[src/rtl/tilt_pd_to_stepper_pulses_core_macros.svh]
// Assertion macros used by the controller RTL.
`ifndef TILT_PD_TO_STEPPER_PULSES_CORE_MACROS_SVH
`define TILT_PD_TO_STEPPER_PULSES_CORE_MACROS_SVH

// The consequent must hold in the same cycle as the antecedent.
`define TPSP_ASSERT_SAME(label, clk, rst, ante, cons, msg) \
   label: assert property (@(posedge clk) disable iff (rst) (ante) |-> (cons)) \
      else $error(msg);

// The consequent must hold in the cycle after the antecedent.
`define TPSP_ASSERT_NEXT(label, clk, rst, ante, cons, msg) \
   label: assert property (@(posedge clk) disable iff (rst) (ante) |=> (cons)) \
      else $error(msg);

`endif

[src/rtl/tpsp_pkg.sv]
package tpsp_pkg;

   localparam int PeriodBitsDef = 16;
   localparam int GainW   = 16;
   localparam int ScaleW  = 32;
   localparam int AngleW  = 16;
   localparam int ErrW    = 17;
   localparam int SumW    = 32;
   localparam int CmdW    = 16;
   localparam int OperW   = 33;
   localparam int ProdW   = 50;
   localparam int AccW    = 51;
   localparam int SpdW    = 34;
   localparam int NumW    = 33;
   localparam int DenW    = 17;
   localparam int DivCntW = 6;
   localparam int OutPerW = 16;
   localparam int AddrW   = 4;
   localparam int DataW   = 32;

   localparam logic [GainW-1:0]  Sin60Q16     = 16'd56756;
   localparam logic [GainW-1:0]  PropGainRst  = 16'd4751;
   localparam logic [GainW-1:0]  DerivGainRst = 16'd4424;
   localparam logic [GainW-1:0]  IntegGainRst = 16'd0;
   localparam logic [ScaleW-1:0] ScaleRst     = 32'd6400;
   localparam int                ResetPeriod  = 500;

   // Datapath operations.
   localparam logic [3:0] OP_NOP     = 4'd0;
   localparam logic [3:0] OP_CAPTURE = 4'd1;
   localparam logic [3:0] OP_MUL     = 4'd2;
   localparam logic [3:0] OP_ACC     = 4'd3;
   localparam logic [3:0] OP_VOUT    = 4'd4;
   localparam logic [3:0] OP_WSET    = 4'd5;
   localparam logic [3:0] OP_WPUT    = 4'd6;
   localparam logic [3:0] OP_TICK    = 4'd7;
   localparam logic [3:0] OP_PUBLISH = 4'd8;

   // Multiplier terms.
   localparam logic [1:0] TERM_P     = 2'd0;
   localparam logic [1:0] TERM_D     = 2'd1;
   localparam logic [1:0] TERM_I     = 2'd2;
   localparam logic [1:0] TERM_CROSS = 2'd3;

   // Register indexes.
   localparam logic [1:0] REG_PROP  = 2'd0;
   localparam logic [1:0] REG_DERIV = 2'd1;
   localparam logic [1:0] REG_INTEG = 2'd2;
   localparam logic [1:0] REG_SCALE = 2'd3;

   typedef struct packed {
      logic [3:0] op;
      logic       axis;
      logic [1:0] term;
      logic [1:0] wheel;
   } tpsp_cmd_type;

   typedef struct packed {
      logic div_done;
   } tpsp_sts_type;

   typedef struct packed {
      logic [GainW-1:0]  prop_gain;
      logic [GainW-1:0]  deriv_gain;
      logic [GainW-1:0]  integ_gain;
      logic [ScaleW-1:0] period_scale;
   } tpsp_cfg_type;

   function automatic logic signed [SumW-1:0] sat_sum(input logic signed [SumW-1:0] a,
                                                      input logic signed [ErrW-1:0] e);
      logic [SumW:0] s;
      s = {a[SumW-1], a} + {{(SumW+1-ErrW){e[ErrW-1]}}, e};
      if (s[SumW] != s[SumW-1]) begin
         sat_sum = s[SumW] ? {1'b1, {(SumW-1){1'b0}}} : {1'b0, {(SumW-1){1'b1}}};
      end else begin
         sat_sum = s[SumW-1:0];
      end
   endfunction

endpackage

[src/rtl/tpsp_div.sv]
module tpsp_div (
   input  logic                     clock,
   input  logic                     reset,
   input  logic                     start,
   input  logic [tpsp_pkg::NumW-1:0] num,
   input  logic [tpsp_pkg::DenW-1:0] den,
   output logic [tpsp_pkg::NumW-1:0] quot,
   output logic                     done
);
   import tpsp_pkg::*;

   logic              busy_ff, busy_in;
   logic              done_ff, done_in;
   logic [DivCntW-1:0] cnt_ff, cnt_in;
   logic [DenW:0]     rem_ff, rem_in;
   logic [NumW-1:0]   q_ff, q_in;
   logic [DenW:0]     rem_sh;
   logic              ge;

   // Restoring division, one quotient bit per cycle.
   always_comb begin
      rem_sh  = {rem_ff[DenW-1:0], q_ff[NumW-1]};
      ge      = rem_sh >= {1'b0, den};
      busy_in = busy_ff;
      cnt_in  = cnt_ff;
      rem_in  = rem_ff;
      q_in    = q_ff;
      done_in = 1'b0;
      if (start) begin
         busy_in = 1'b1;
         cnt_in  = DivCntW'(NumW);
         rem_in  = '0;
         q_in    = num;
      end else if (busy_ff) begin
         rem_in  = ge ? rem_sh - {1'b0, den} : rem_sh;
         q_in    = {q_ff[NumW-2:0], ge};
         cnt_in  = cnt_ff - 1'b1;
         if (cnt_ff == DivCntW'(1)) begin
            busy_in = 1'b0;
            done_in = 1'b1;
         end
      end
   end

   always_ff @(posedge clock) begin
      if (reset) begin
         busy_ff <= 1'b0;
         done_ff <= 1'b0;
         cnt_ff  <= '0;
      end else begin
         busy_ff <= busy_in;
         done_ff <= done_in;
         cnt_ff  <= cnt_in;
      end
      rem_ff <= rem_in;
      q_ff   <= q_in;
   end

   assign quot = q_ff;
   assign done = done_ff;

endmodule

[src/rtl/tpsp_dp.sv]
module tpsp_dp #(
   parameter int PERIOD_BITS = tpsp_pkg::PeriodBitsDef
) (
   input  logic                              clock,
   input  logic                              reset,
   input  tpsp_pkg::tpsp_cmd_type            cmd,
   output tpsp_pkg::tpsp_sts_type            sts,
   input  tpsp_pkg::tpsp_cfg_type            cfg,
   input  logic signed [tpsp_pkg::AngleW-1:0] pitch_angle,
   input  logic signed [tpsp_pkg::AngleW-1:0] roll_angle,
   output logic [2:0]                        out_pulse,
   output logic [2:0]                        out_dir,
   output logic [tpsp_pkg::OutPerW-1:0]      out_period [3],
   output logic signed [tpsp_pkg::CmdW-1:0]  out_vx,
   output logic signed [tpsp_pkg::CmdW-1:0]  out_vy
);
   import tpsp_pkg::*;

   localparam logic [PERIOD_BITS-1:0] PMax = {PERIOD_BITS{1'b1}};

   logic signed [ErrW-1:0]  e_ff [2], e_in [2];
   logic signed [ErrW-1:0]  prev_ff [2], prev_in [2];
   logic signed [SumW-1:0]  sum_ff [2], sum_in [2];
   logic signed [CmdW-1:0]  v_ff [2], v_in [2];
   logic signed [AccW-1:0]  acc_ff, acc_in;
   logic signed [ProdW-1:0] prod_ff, prod_in;
   logic [PERIOD_BITS-1:0]  period_ff [3], period_in [3];
   logic [PERIOD_BITS-1:0]  count_ff [3], count_in [3];
   logic [2:0]              dir_ff, dir_in;
   logic [2:0]              pulse_ff, pulse_in;
   logic                    zero_ff, zero_in;
   logic [2:0]              opulse_ff, opulse_in;
   logic [2:0]              odir_ff, odir_in;
   logic [OutPerW-1:0]      oper_ff [3], oper_in [3];
   logic signed [CmdW-1:0]  ovx_ff, ovx_in, ovy_ff, ovy_in;

   logic signed [GainW:0]   mul_a;
   logic signed [OperW-1:0] mul_b;
   logic signed [ErrW:0]    diff;
   logic signed [AccW-1:0]  rnd, shv;
   logic                    fits;
   logic signed [CmdW-1:0]  vsat;
   logic signed [SpdW-1:0]  half, skew, tsum, spd;
   logic [DenW-1:0]         mag;
   logic [NumW-1:0]         div_num, quot;
   logic                    div_done;
   logic [PERIOD_BITS-1:0]  per_clamp;
   logic [PERIOD_BITS-1:0]  cnt1 [3];

   always_comb begin
      diff = {prev_ff[cmd.axis][ErrW-1], prev_ff[cmd.axis]}
           - {e_ff[cmd.axis][ErrW-1], e_ff[cmd.axis]};
      unique case (cmd.term)
         TERM_P: begin
            mul_a = {1'b0, cfg.prop_gain};
            mul_b = OperW'(e_ff[cmd.axis]);
         end
         TERM_D: begin
            mul_a = {1'b0, cfg.deriv_gain};
            mul_b = OperW'(diff);
         end
         TERM_I: begin
            mul_a = {1'b0, cfg.integ_gain};
            mul_b = OperW'(sum_ff[cmd.axis]);
         end
         TERM_CROSS: begin
            mul_a = {1'b0, Sin60Q16};
            mul_b = OperW'(v_ff[1]);
         end
         default: begin
            mul_a = '0;
            mul_b = '0;
         end
      endcase

      rnd  = acc_ff + AccW'(8192);
      shv  = rnd >>> 14;
      fits = (&shv[AccW-1:CmdW-1]) | ~(|shv[AccW-1:CmdW-1]);
      vsat = fits ? shv[CmdW-1:0]
                  : (shv[AccW-1] ? {1'b1, {(CmdW-1){1'b0}}} : {1'b0, {(CmdW-1){1'b1}}});

      // Wheel kinematics: a = vx, b and c = -vx/2 -/+ sin60 * vy.
      half  = SpdW'(0) - (SpdW'(v_ff[0]) <<< 15);
      skew  = prod_ff[SpdW-1:0];
      unique case (cmd.wheel)
         2'd1:    tsum = half - skew + SpdW'(32768);
         2'd2:    tsum = half + skew + SpdW'(32768);
         default: tsum = '0;
      endcase
      spd = (cmd.wheel == 2'd0) ? SpdW'(v_ff[0]) : (tsum >>> 16);
      mag = spd[SpdW-1] ? DenW'(SpdW'(0) - spd) : DenW'(spd);
      div_num = NumW'(cfg.period_scale) + NumW'(mag) - NumW'(1);

      if (quot == '0) begin
         per_clamp = PERIOD_BITS'(1);
      end else if (quot > NumW'(PMax)) begin
         per_clamp = PMax;
      end else begin
         per_clamp = PERIOD_BITS'(quot);
      end

      for (int w = 0; w < 3; w++) begin
         cnt1[w] = (count_ff[w] != PMax) ? count_ff[w] + 1'b1 : count_ff[w];
      end
   end

   always_comb begin
      e_in      = e_ff;
      prev_in   = prev_ff;
      sum_in    = sum_ff;
      v_in      = v_ff;
      acc_in    = acc_ff;
      prod_in   = prod_ff;
      period_in = period_ff;
      count_in  = count_ff;
      dir_in    = dir_ff;
      pulse_in  = pulse_ff;
      zero_in   = zero_ff;
      opulse_in = opulse_ff;
      odir_in   = odir_ff;
      oper_in   = oper_ff;
      ovx_in    = ovx_ff;
      ovy_in    = ovy_ff;
      unique case (cmd.op)
         OP_CAPTURE: begin
            e_in[0]   = ErrW'(0) - ErrW'(pitch_angle);
            e_in[1]   = ErrW'(0) - ErrW'(roll_angle);
            sum_in[0] = sat_sum(sum_ff[0], e_in[0]);
            sum_in[1] = sat_sum(sum_ff[1], e_in[1]);
            acc_in    = '0;
            pulse_in  = '0;
         end
         OP_MUL: prod_in = mul_a * mul_b;
         OP_ACC: acc_in = acc_ff + AccW'(prod_ff);
         OP_VOUT: begin
            v_in[cmd.axis]    = vsat;
            prev_in[cmd.axis] = e_ff[cmd.axis];
            acc_in            = '0;
         end
         OP_WSET: begin
            dir_in[cmd.wheel] = ~spd[SpdW-1];
            zero_in           = (spd == '0);
         end
         OP_WPUT: begin
            if (zero_ff) begin
               period_in[cmd.wheel] = '0;
               count_in[cmd.wheel]  = '0;
            end else begin
               period_in[cmd.wheel] = per_clamp;
            end
         end
         OP_TICK: begin
            for (int w = 0; w < 3; w++) begin
               pulse_in[w] = 1'b0;
               if (period_ff[w] == '0) begin
                  count_in[w] = '0;
               end else if (cnt1[w] >= period_ff[w]) begin
                  pulse_in[w] = 1'b1;
                  count_in[w] = '0;
               end else begin
                  count_in[w] = cnt1[w];
               end
            end
         end
         OP_PUBLISH: begin
            opulse_in = pulse_ff;
            odir_in   = dir_ff;
            for (int w = 0; w < 3; w++) begin
               oper_in[w] = OutPerW'(period_ff[w]);
            end
            ovx_in = v_ff[0];
            ovy_in = v_ff[1];
         end
         default: begin
         end
      endcase
   end

   always_ff @(posedge clock) begin
      if (reset) begin
         for (int a = 0; a < 2; a++) begin
            prev_ff[a] <= '0;
            sum_ff[a]  <= '0;
            v_ff[a]    <= '0;
         end
         for (int w = 0; w < 3; w++) begin
            period_ff[w] <= PERIOD_BITS'(ResetPeriod);
            count_ff[w]  <= '0;
         end
         dir_ff   <= '1;
         pulse_ff <= '0;
      end else begin
         prev_ff   <= prev_in;
         sum_ff    <= sum_in;
         v_ff      <= v_in;
         period_ff <= period_in;
         count_ff  <= count_in;
         dir_ff    <= dir_in;
         pulse_ff  <= pulse_in;
      end
      e_ff      <= e_in;
      acc_ff    <= acc_in;
      prod_ff   <= prod_in;
      zero_ff   <= zero_in;
      opulse_ff <= opulse_in;
      odir_ff   <= odir_in;
      oper_ff   <= oper_in;
      ovx_ff    <= ovx_in;
      ovy_ff    <= ovy_in;
   end

   tpsp_div u_div (
      .clock (clock),
      .reset (reset),
      .start (cmd.op == OP_WSET),
      .num   (div_num),
      .den   (mag),
      .quot  (quot),
      .done  (div_done)
   );

   assign sts.div_done = div_done;
   assign out_pulse    = opulse_ff;
   assign out_dir      = odir_ff;
   assign out_period   = oper_ff;
   assign out_vx       = ovx_ff;
   assign out_vy       = ovy_ff;

endmodule

[src/rtl/tpsp_ctrl.sv]
`include "tilt_pd_to_stepper_pulses_core_macros.svh"

module tpsp_ctrl (
   input  logic                   clock,
   input  logic                   reset,
   input  logic                   req_valid,
   input  logic                   req_type,
   output logic                   req_stall,
   output logic                   rsp_valid,
   input  logic                   rsp_stall,
   output tpsp_pkg::tpsp_cmd_type cmd,
   input  tpsp_pkg::tpsp_sts_type sts
);
   import tpsp_pkg::*;

   localparam logic [3:0] S_IDLE  = 4'd0;
   localparam logic [3:0] S_TICK  = 4'd1;
   localparam logic [3:0] S_MUL   = 4'd2;
   localparam logic [3:0] S_ACC   = 4'd3;
   localparam logic [3:0] S_VOUT  = 4'd4;
   localparam logic [3:0] S_CROSS = 4'd5;
   localparam logic [3:0] S_WSET  = 4'd6;
   localparam logic [3:0] S_WDIV  = 4'd7;
   localparam logic [3:0] S_WPUT  = 4'd8;
   localparam logic [3:0] S_PUB   = 4'd9;

   logic [3:0] state_ff, state_in;
   logic       axis_ff, axis_in;
   logic [1:0] term_ff, term_in;
   logic [1:0] wheel_ff, wheel_in;
   logic       rsp_valid_ff, rsp_valid_in;
   logic       out_free;

   assign out_free = ~rsp_valid_ff | ~rsp_stall;

   always_comb begin
      state_in  = state_ff;
      axis_in   = axis_ff;
      term_in   = term_ff;
      wheel_in  = wheel_ff;
      cmd.op    = OP_NOP;
      cmd.axis  = axis_ff;
      cmd.term  = term_ff;
      cmd.wheel = wheel_ff;
      unique case (state_ff)
         S_IDLE: begin
            axis_in  = 1'b0;
            term_in  = TERM_P;
            wheel_in = 2'd0;
            if (req_valid) begin
               if (req_type) begin
                  state_in = S_TICK;
               end else begin
                  cmd.op   = OP_CAPTURE;
                  state_in = S_MUL;
               end
            end
         end
         S_TICK: begin
            cmd.op   = OP_TICK;
            state_in = S_PUB;
         end
         S_MUL: begin
            cmd.op   = OP_MUL;
            state_in = S_ACC;
         end
         S_ACC: begin
            cmd.op = OP_ACC;
            if (term_ff == TERM_I) begin
               state_in = S_VOUT;
            end else begin
               term_in  = term_ff + 1'b1;
               state_in = S_MUL;
            end
         end
         S_VOUT: begin
            cmd.op  = OP_VOUT;
            term_in = TERM_P;
            if (axis_ff) begin
               state_in = S_CROSS;
            end else begin
               axis_in  = 1'b1;
               state_in = S_MUL;
            end
         end
         S_CROSS: begin
            cmd.op   = OP_MUL;
            cmd.term = TERM_CROSS;
            state_in = S_WSET;
         end
         S_WSET: begin
            cmd.op   = OP_WSET;
            state_in = S_WDIV;
         end
         S_WDIV: begin
            if (sts.div_done) begin
               state_in = S_WPUT;
            end
         end
         S_WPUT: begin
            cmd.op = OP_WPUT;
            if (wheel_ff == 2'd2) begin
               state_in = S_PUB;
            end else begin
               wheel_in = wheel_ff + 1'b1;
               state_in = S_WSET;
            end
         end
         S_PUB: begin
            if (out_free) begin
               cmd.op   = OP_PUBLISH;
               state_in = S_IDLE;
            end
         end
         default: state_in = S_IDLE;
      endcase
      rsp_valid_in = (cmd.op == OP_PUBLISH) | (rsp_valid_ff & rsp_stall);
   end

   always_ff @(posedge clock) begin
      if (reset) begin
         state_ff     <= S_IDLE;
         axis_ff      <= 1'b0;
         term_ff      <= TERM_P;
         wheel_ff     <= 2'd0;
         rsp_valid_ff <= 1'b0;
      end else begin
         state_ff     <= state_in;
         axis_ff      <= axis_in;
         term_ff      <= term_in;
         wheel_ff     <= wheel_in;
         rsp_valid_ff <= rsp_valid_in;
      end
   end

   assign req_stall = (state_ff != S_IDLE);
   assign rsp_valid = rsp_valid_ff;

   `TPSP_ASSERT_SAME(a_no_overwrite, clock, reset, cmd.op == OP_PUBLISH, !(rsp_valid_ff && rsp_stall), "result overwritten while pending")
   `TPSP_ASSERT_NEXT(a_div_wait, clock, reset, state_ff == S_WDIV && !sts.div_done, state_ff == S_WDIV, "left divide wait early")
   `TPSP_ASSERT_NEXT(a_tick_path, clock, reset, state_ff == S_IDLE && req_valid && req_type, state_ff == S_TICK, "tick not dispatched")

endmodule

[src/rtl/tilt_pd_to_stepper_pulses_core.sv]
// Channel    Handshake                    Payload
// req        req_valid / req_stall        req_type, req_pitch_angle, req_roll_angle
// rsp        rsp_valid / rsp_stall        step pulses, directions, periods, cmd_vx, cmd_vy
// csr        csr_psel / csr_penable       csr_paddr, csr_pwdata, csr_prdata
//
// A timer tick runs through the TICK and PUB states to a registered result.
// An orientation sample runs the PID multiply-accumulate for both axes, the
// cross term and, per wheel, a wait on the shared 33-step restoring divider.
// Reset is synchronous and active high; no clearing pass is needed afterward.
// A finished result waits in the output register while rsp_stall is high, and
// the next beat can be accepted meanwhile; only publishing waits on it.
module tilt_pd_to_stepper_pulses_core #(
   parameter int PERIOD_BITS = tpsp_pkg::PeriodBitsDef
) (
   input  logic                                clock,
   input  logic                                reset,
   input  logic                                req_valid,
   output logic                                req_stall,
   input  logic                                req_type,
   input  logic signed [tpsp_pkg::AngleW-1:0]  req_pitch_angle,
   input  logic signed [tpsp_pkg::AngleW-1:0]  req_roll_angle,
   output logic                                rsp_valid,
   input  logic                                rsp_stall,
   output logic                                rsp_step_pulse_a,
   output logic                                rsp_step_pulse_b,
   output logic                                rsp_step_pulse_c,
   output logic                                rsp_dir_a,
   output logic                                rsp_dir_b,
   output logic                                rsp_dir_c,
   output logic [tpsp_pkg::OutPerW-1:0]        rsp_period_a,
   output logic [tpsp_pkg::OutPerW-1:0]        rsp_period_b,
   output logic [tpsp_pkg::OutPerW-1:0]        rsp_period_c,
   output logic signed [tpsp_pkg::CmdW-1:0]    rsp_cmd_vx,
   output logic signed [tpsp_pkg::CmdW-1:0]    rsp_cmd_vy,
   input  logic                                csr_psel,
   input  logic                                csr_penable,
   input  logic                                csr_pwrite,
   input  logic [tpsp_pkg::AddrW-1:0]          csr_paddr,
   input  logic [tpsp_pkg::DataW-1:0]          csr_pwdata,
   output logic [tpsp_pkg::DataW-1:0]          csr_prdata,
   output logic                                csr_pready
);
   import tpsp_pkg::*;

   tpsp_cfg_type cfg_ff, cfg_in;
   tpsp_cmd_type cmd;
   tpsp_sts_type sts;
   logic [1:0]   reg_idx;
   logic         wr_en;
   logic [2:0]   pulse, dir;
   logic [OutPerW-1:0] period [3];

   // Registers sit at byte addresses 0, 4, 8 and 12; the low address bits
   // are not decoded.
   assign reg_idx    = csr_paddr[3:2];
   assign wr_en      = csr_psel & csr_penable & csr_pwrite;
   assign csr_pready = 1'b1;

   always_comb begin
      cfg_in = cfg_ff;
      unique case (reg_idx)
         REG_PROP:  csr_prdata = DataW'(cfg_ff.prop_gain);
         REG_DERIV: csr_prdata = DataW'(cfg_ff.deriv_gain);
         REG_INTEG: csr_prdata = DataW'(cfg_ff.integ_gain);
         REG_SCALE: csr_prdata = DataW'(cfg_ff.period_scale);
         default:   csr_prdata = '0;
      endcase
      if (wr_en) begin
         unique case (reg_idx)
            REG_PROP:  cfg_in.prop_gain    = csr_pwdata[GainW-1:0];
            REG_DERIV: cfg_in.deriv_gain   = csr_pwdata[GainW-1:0];
            REG_INTEG: cfg_in.integ_gain   = csr_pwdata[GainW-1:0];
            REG_SCALE: cfg_in.period_scale = csr_pwdata[ScaleW-1:0];
            default: begin
            end
         endcase
      end
   end

   always_ff @(posedge clock) begin
      if (reset) begin
         cfg_ff.prop_gain    <= PropGainRst;
         cfg_ff.deriv_gain   <= DerivGainRst;
         cfg_ff.integ_gain   <= IntegGainRst;
         cfg_ff.period_scale <= ScaleRst;
      end else begin
         cfg_ff <= cfg_in;
      end
   end

   // The controller sequences the timer tick, the PID multiply-accumulate, the kinematics and
   // the per-wheel divisions; the datapath holds the arithmetic and the control-loop state.
   tpsp_ctrl u_ctrl (
      .clock     (clock),
      .reset     (reset),
      .req_valid (req_valid),
      .req_type  (req_type),
      .req_stall (req_stall),
      .rsp_valid (rsp_valid),
      .rsp_stall (rsp_stall),
      .cmd       (cmd),
      .sts       (sts)
   );

   tpsp_dp #(
      .PERIOD_BITS (PERIOD_BITS)
   ) u_dp (
      .clock       (clock),
      .reset       (reset),
      .cmd         (cmd),
      .sts         (sts),
      .cfg         (cfg_ff),
      .pitch_angle (req_pitch_angle),
      .roll_angle  (req_roll_angle),
      .out_pulse   (pulse),
      .out_dir     (dir),
      .out_period  (period),
      .out_vx      (rsp_cmd_vx),
      .out_vy      (rsp_cmd_vy)
   );

   assign rsp_step_pulse_a = pulse[0];
   assign rsp_step_pulse_b = pulse[1];
   assign rsp_step_pulse_c = pulse[2];
   assign rsp_dir_a        = dir[0];
   assign rsp_dir_b        = dir[1];
   assign rsp_dir_c        = dir[2];
   assign rsp_period_a     = period[0];
   assign rsp_period_b     = period[1];
   assign rsp_period_c     = period[2];

endmodule
[config.mk]
export PLATFORM = sky130hd
export DESIGN_NAME = tilt_pd_to_stepper_pulses_core
export DESIGN_NICKNAME = d
export VERILOG_FILES = /design/src/rtl/tpsp_pkg.sv /design/src/rtl/tpsp_div.sv /design/src/rtl/tpsp_dp.sv /design/src/rtl/tpsp_ctrl.sv /design/src/rtl/tilt_pd_to_stepper_pulses_core.sv
export VERILOG_INCLUDE_DIRS = /design/src /design/src/rtl
export SDC_FILE = /design/constraint.sdc
export NUM_CORES = 2
export LEC_CHECK = 0
export BUFFER_PORTS_ARGS = -buffer_cell sky130_fd_sc_hd__clkbuf_2
export CORE_ASPECT_RATIO = 1.5
export CORE_MARGIN = 2
export CORE_UTILIZATION = 45
export DETAILED_ROUTE_END_ITERATION = 12
export PLACE_DENSITY = 0.64
export RECOVER_POWER = 50
export SYNTH_ARGS = -nofsm -noshare
export SYNTH_HDL_FRONTEND = slang
export SYNTH_SLANG_ARGS = --single-unit
[constraint.sdc]
create_clock -name clock -period 12.1 [get_ports clock]
set_input_delay 0.605 -clock clock [delete_from_list [all_inputs] [get_ports clock]]
set_output_delay 0.605 -clock clock [all_outputs]
set_load 0.01 [all_outputs]
# --- Word level (Yosys, flattened, before mapping) ---
# Cells that the tools add are included.
classes:
  n_addsub: 22
  n_mul: 1
  div: 0
  n_lt_le_gt_ge: 11
  n_eq_ne: 38
  shift: 0
  n_mux: 82
  bitwise_logic: 16
  n_reduce_logical: 35
op_table:
  columns: ["op", "count"]
  rows:
  - ["2-to-1 mux 16 bit", 15]
  - ["2-to-1 mux 32 bit", 7]
  - ["2-to-1 mux 17 bit", 9]
  - ["one-hot mux 33 bit (4 select lines)", 1]
  - ["one-hot mux 32 bit (4 select lines)", 1]
  - ["one-hot mux 51 bit (2 select lines)", 1]
  - ["adder 32 x 17 -> 33 bit", 3]
  - ["bitwise AND 48 bit", 2]
  - ["2-to-1 mux 48 bit", 2]
  - ["one-hot mux 48 bit (2 select lines)", 1]
  - ["adder 34 x 17 -> 34 bit (second input constant)", 2]
  - ["one-hot mux 17 bit (4 select lines)", 1]
  - ["one-hot mux 34 bit (2 select lines)", 1]
  - ["2-to-1 mux 33 bit", 2]
  - ["adder 51 x 15 -> 51 bit (second input constant)", 1]
  - ["adder 51 x 50 -> 51 bit", 1]
  - ["multiplier 17 x 33 -> 50 bit", 1]
  - ["adder 16 x 1 -> 16 bit (second input constant)", 3]
  - ["bitwise mux 48 bit", 1]
  - ["greater-or-equal comparator 16 bit", 3]
  - ["logical NOT 16 bit", 3]
  - ["!= test 16 bit (second input constant)", 3]
  - ["NOT 48 bit", 1]
  - ["one-hot mux 4 bit (10 select lines)", 1]
  - ["63 further kinds", 139]
totals:
  ff_bits: 602
  latch_bits: 0
  ram_bits: 0
  mem_bits_ro: 0
  input_bits: 76
  wordCells: 246
  n_memories: 0

# --- Longest topological paths before layout ---
depth:
  word_depth: 10
  depth_mapped: 44

# --- By module ---
# Synthesis repeated with hierarchy kept, for this count alone.
hier_totals:
  cells_unflattened: 6492
  hier_area_um2: 58561.2
by_module_without_submodules:
  columns: ["module", "instances", "cells_per_inst", "area_each_um2", "seq_area_each_um2"]
  rows:
  - ["tpsp_dp", 1, 5684, 50527.2, 11310.8]
  - ["tilt_pd_to_stepper_pulses_core", 1, 389, 3849.9, 1601.5]
  - ["tpsp_div", 1, 327, 3442.1, 1491.4]
  - ["tpsp_ctrl", 1, 92, 742.0, 200.2]

# --- Worst setup path before layout ---
# No wires, ideal clock.
synth_path:
  path_kind: "flip-flop to flip-flop"
  start: "register u_ctrl.axis_ff"
  end: "register u_dp.prod_ff[48] (data pin)"
  arrival_time_ps: 10857
  t_required_ps: 11836
  path_slack_ps: 979
  stages_incl_launch_ff: 42
  n_path_buf: 6
  synth_period_minus_slack_ps: 11121
  path_cell_list: "dfxtp_1 clkbuf_1 clkbuf_1 clkbuf_1 clkbuf_1 clkbuf_1 mux2i_1 inv_1 ha_1 nor2b_1 o21ai_0 a21boi_0 o21ai_0 a21boi_0 o2111ai_1 a311oi_1 o31ai_1 o21ai_0 (+6 left out) fa_1 inv_1 fa_1 inv_1 fa_1 inv_1 ha_1 a21o_1 a21o_1 a21oi_1 nand2_1 nor2_1 a22oi_1 a2111oi_0 o31a_1 o211ai_1 a221oi_1 xnor2_1"
synth_between:
  elab_chain_len: 7
synth_lines:
  columns: ["item", "line", "rtl"]
  rows:
  - ["start, declared", "tpsp_ctrl.sv:28", "logic axis_ff, axis_in;"]
  - ["start signal, assigned", "tpsp_ctrl.sv:129", "axis_ff <= axis_in;"]
  - ["NOT 1 -> 2 bit (not written as such) (*)", null, null]
  - ["2-to-1 mux 17 bit, on equally long branches (3 in a row)", "tpsp_dp.sv:51, tpsp_dp.sv:52, tpsp_dp.sv:56", null]
  - ["subtractor 17 x 17 -> 18 bit", "tpsp_dp.sv:52", "- {e_ff[cmd.axis][ErrW-1], e_ff[cmd.axis]};"]
  - ["one-hot mux 33 bit (4 select lines) (*)", "tpsp_dp.sv:53", "unique case (cmd.term)"]
  - ["multiplier 17 x 33 -> 50 bit (*)", "tpsp_dp.sv:133", "OP_MUL: prod_in = mul_a * mul_b;"]
  - ["end signal, assigned", "tpsp_dp.sv:203", "prod_ff <= prod_in;"]
  - ["end, declared", "tpsp_dp.sv:26", "logic signed [ProdW-1:0] prod_ff, prod_in;"]
# Mark *: on every way between the ends. The rest lies on a longest branch, timed or not. The select of a mux whose other input is x is not followed.
# A chain may end at the register's enable or synchronous reset.

# --- Worst setup path in the final report ---
# Ends and elaborated chain as after synthesis.

==> run_results.csv <==
group,metric,value,unit
global_route,global_route_wire_length_before_repair,269,mm
cells_and_area,finish.net_count,7663,
timing,period_utilization_post_route,0.921,
synthesis,post_synth_and_or_nand_nor_area_fraction,0.165,
synthesis,synth_xor_area_frac,0.0467,
routing,final_antenna_net_count,0,
routing,post_drt_via_cell_ratio,5.67,
cells_and_area,synthToLayoutAreaGrowth,7.80,%
placement,portBuffers,193,
synthesis,synth.mux.area_fraction,0.0267,
routing,route.vias.total,47600,
timing,setup-violations-final,0,
timing,final-max-slew-violation-count,490,
timing,period_needed,11.14,ns
routing,wl_final,172,mm
die,fp-row-count,161,
die,die_h,443,um
setup_path,cp.buffers_inverters,5,
routing,avgRoutedWirePerCell,20.5,um
timing,fin_ws,0.961,ns
routing,detail_route.first_pass.iterations,5,
timing,worst_clock_skew,0.0657,ns
status,violations,"capacitance limit, slew limit",
die,die-width,297,um
setup_path,number_of_cells_on_the_critical_path,33,
global_route,maximum_number_of_pins_on_one_net_before_global_route_repair,95,
synthesis,yosys.area.top_type,"sky130_fd_sc_hd__fa_1",
clock_tree,path_clk_slew,0.07,ns
timing,timing.max_slew.rel_slack,-1.45,
clock_tree,cts_max_path_buffers,3,
synthesis,netlist_top_cells_area,"sky130_fd_sc_hd__fa_1 (17%), sky130_fd_sc_hd__edfxtp_1 (13%), sky130_fd_sc_hd__dfxtp_1 (12%), sky130_fd_sc_hd__ha_1 (9.6%), sky130_fd_sc_hd__nand2_1 (5.4%)",
synthesis,synth_top_family_by_area,"adder cells",
routing,drt_iter0_markers,2896,
run,cap_viol_max_count,10,
die,core_region_area,0.128,mm2
synthesis,synth_sequential_area_ratio,0.252,
synthesis,synthesis.yosys.warnings,0,
synthesis,syn_nets,7603,
min_path,holdPathEnd,"cfg_ff[27]$_SDFFE_PP0P_",
setup_path,setup.worst_path.class,"flip-flop to flip-flop",
clock_tree,clk_latency,0.70,ns
setup_path,r2r_end,"u_dp.prod_ff[48]$_DFFE_PN_",
setup_path,critical-path-top-delay-family,"compound AO/OA/AOI/OAI gates",
setup_path,reg2reg_depth,33,
synthesis,async_flop_share,0,
timing,finalHoldWorstSlack,0.129,ns
timing,max_clock_freq,0.0898,GHz
global_route,antenna_found_initial,4,
setup_path,reg2reg_from,"u_ctrl.axis_ff$_SDFFE_PP0P_",
synthesis,synth.lib_cells_used.distinct,103,
die,design.die.area,0.132,mm2
cells_and_area,layout-drive-gt1-share,0.0592,
setup_path,worstPathMaxFanout,48,
placement,place_area,0.0606,mm2
clock_tree,cts_resized,0,
clock_tree,clock_tree_root_buffer_cell,"sky130_fd_sc_hd__clkbuf_16",
synthesis,most_used_flip_flop_cell_after_synthesis,"sky130_fd_sc_hd__dfxtp_1",
synthesis,synth_seq_cells,602,
setup_path,slowest_delay,0.79,ns
min_path,hold_path_class,"input port to flip-flop",
timing,rsz0062_at_grt,"false",
placement,placement.setup.worst_slack,1.10,ns
synthesis,synthCells,6581,
status,status,"finished with violations",
clock_tree,tritoncts_num_sinks,602,
setup_path,cp_common_cell,"sky130_fd_sc_hd__fa_1",
placement,detailed_place_hpwl,137,mm
clock_tree,tritoncts,"done",
synthesis,synth-edff-count,255,
routing,drcViolationCount,0,
timing,tns,0,ns
clock_tree,cts_buffers,60,
setup_path,crit_required,12.48,ns
setup_path,startpoint_type,"flip-flop",
cells_and_area,mostFrequentLayoutCells,"sky130_fd_sc_hd__nand2_1 (833), sky130_fd_sc_hd__inv_1 (831), sky130_fd_sc_hd__nor2_1 (517)",
cells_and_area,num-fill-cells,12200,
clock_tree,cts_setup_buffers,0,
setup_path,cp-end-kind,"flip-flop",
global_route,grt_pass1_vias,47900,
timing,hold_violations,0,
timing,worst-slew-pin-transition,3.67,ns
synthesis,synth_compound_gate_area_share,0.156,
synthesis,synth_top_area_share,0.173,
cells_and_area,final_area,0.0624,mm2
setup_path,arrival,11.52,ns
cells_and_area,most_common_cell_after_layout_fill_and_taps_aside,"sky130_fd_sc_hd__nand2_1",
synthesis,post_synth_instance_area,0.0579,mm2
die,initial_utilization,0.453,
min_path,worst_hold_path.num_cells,3,
clock_tree,clock_tree.htree_level_count,2,
setup_path,critical_path.slowest_cell,"sky130_fd_sc_hd__a2111oi_0",
synthesis,synth_fa_ha_area_frac,0.280,
global_route,grt.total_usage,0.260,
synthesis,syn_area_per_cell,8.80,um2
placement,routabilityCongestion,0.934,
setup_path,worst-r2r-setup-slack,0.96,ns
clock_tree,cts.hold.buffers_added,0,
die,i_o_pin_count,197,
min_path,hold_path.startpoint,"csr_pwdata[27]",
global_route,grt-ovfl-total,0,
==> cells by family (layout without fill, tap and decap cells) <==
kind of cell	after synthesis	after routing
mux	130	130
other cells	1	3
compound gates	1348	1348
flops	602	602
buf+inv	1118	1229
fa+ha+maj	1006	1006
xor+xnor	308	308
simple gates	2068	2068
==> metrics by stage <==
step	utilization	cells
finish	0.488	8405
global placement	0.474	8290
detailed placement	0.474	8290
floorplan	-	6581
CTS	0.490	8403
global route	0.488	8404
==> state kept, by name (all words and copies together), names as in the netlist, 6 cells and up <==
register / count
cfg_ff: 80
u_dp.sum_ff: 64
u_dp.acc_ff: 51
u_dp.prod_ff: 50
u_dp.count_ff: 48
u_dp.out_period: 48
u_dp.period_ff: 48
u_dp.e_ff: 34
u_dp.prev_ff: 34
u_dp.u_div.quot: 33
u_dp.v_ff: 32
u_dp.u_div.rem_ff: 17
u_dp.out_vx: 16
u_dp.out_vy: 16
u_dp.u_div.cnt_ff: 6
==> routing by layer <==
layer  vias up  GRT usage  wire length, um
met4         2      0.195            15000
li1      22500          -                -
met1     23100      0.272            60900
met5         -          0               12
met3       543     0.0274             7770
met2      1452      0.479            88700
==> how the worst max path moves through the flow <==
stage,from,end,slack (ns)
2_1_floorplan,u_ctrl.axis_ff$_SDFFE_PP0P_,u_dp.prod_ff[48]$_DFFE_PN_,0.98
3_3_place_gp,u_ctrl.axis_ff$_SDFFE_PP0P_,u_dp.prod_ff[48]$_DFFE_PN_,1.19
3_5_place_dp,u_ctrl.axis_ff$_SDFFE_PP0P_,u_dp.prod_ff[48]$_DFFE_PN_,1.10
4_1_cts,u_ctrl.axis_ff$_SDFFE_PP0P_,u_dp.prod_ff[48]$_DFFE_PN_,1.03
5_1_grt,u_ctrl.axis_ff$_SDFFE_PP0P_,u_dp.prod_ff[48]$_DFFE_PN_,0.25
6_report,u_ctrl.axis_ff$_SDFFE_PP0P_,u_dp.prod_ff[48]$_DFFE_PN_,0.96
==> worst reg2reg max path, delay by kind of cell (launching register included) <==
family / cells / cell delay (ns)
flops: 1 / 0.63
simple gates: 2 / 0.20
compound gates: 16 / 4.45
buf+inv: 5 / 1.18
mux: 1 / 0.44
xor+xnor: 1 / 0.11
fa+ha+maj: 8 / 3.79
==> final cells by class <==
| cell class | count | area [um2] | share of cell area |
|---|---|---|---|
| Clock inverter | 32 | 289 | 0.00463 |
| Inverter | 835 | 3140 | 0.0503 |
| Clock buffer | 81 | 1710 | 0.0274 |
| Timing Repair Buffer | 281 | 1430 | 0.0229 |
| Multi-Input combinational cell | 4861 | 39100 | 0.626 |
| Tap cell | 1711 | 2140 | 0.0343 |
| Antenna cell | 2 | 5.00 | 0.0000802 |
| Sequential cell | 602 | 14600 | 0.234 |
==> Yosys cell counts (48+ instances only) <==
cell type                  count
sky130_fd_sc_hd__and2_1       66
sky130_fd_sc_hd__nand2b_1     59
sky130_fd_sc_hd__nor2_1      519
sky130_fd_sc_hd__nor3_1      111
sky130_fd_sc_hd__o21a_1       86
sky130_fd_sc_hd__nor2b_1      63
sky130_fd_sc_hd__a31oi_1      51
sky130_fd_sc_hd__a221o_1      48
sky130_fd_sc_hd__fa_1        500
sky130_fd_sc_hd__xnor2_1     205
sky130_fd_sc_hd__o21ai_0     234
sky130_fd_sc_hd__a21oi_1     360
sky130_fd_sc_hd__a211oi_1     95
sky130_fd_sc_hd__inv_1       831
sky130_fd_sc_hd__edfxtp_1    255
sky130_fd_sc_hd__clkbuf_1    244
sky130_fd_sc_hd__nor4_1       58
sky130_fd_sc_hd__nand4_1      67
sky130_fd_sc_hd__xor2_1      102
sky130_fd_sc_hd__and3_1       64
sky130_fd_sc_hd__nand3_1      83
sky130_fd_sc_hd__ha_1        446
sky130_fd_sc_hd__nand2_1     834
sky130_fd_sc_hd__dfxtp_1     347
sky130_fd_sc_hd__mux2i_1      79
sky130_fd_sc_hd__a21o_1      142
Power is left out: the tool's default activity adds up to more than one toggle a clock period on the data nets, which glitch-free logic cannot reach.
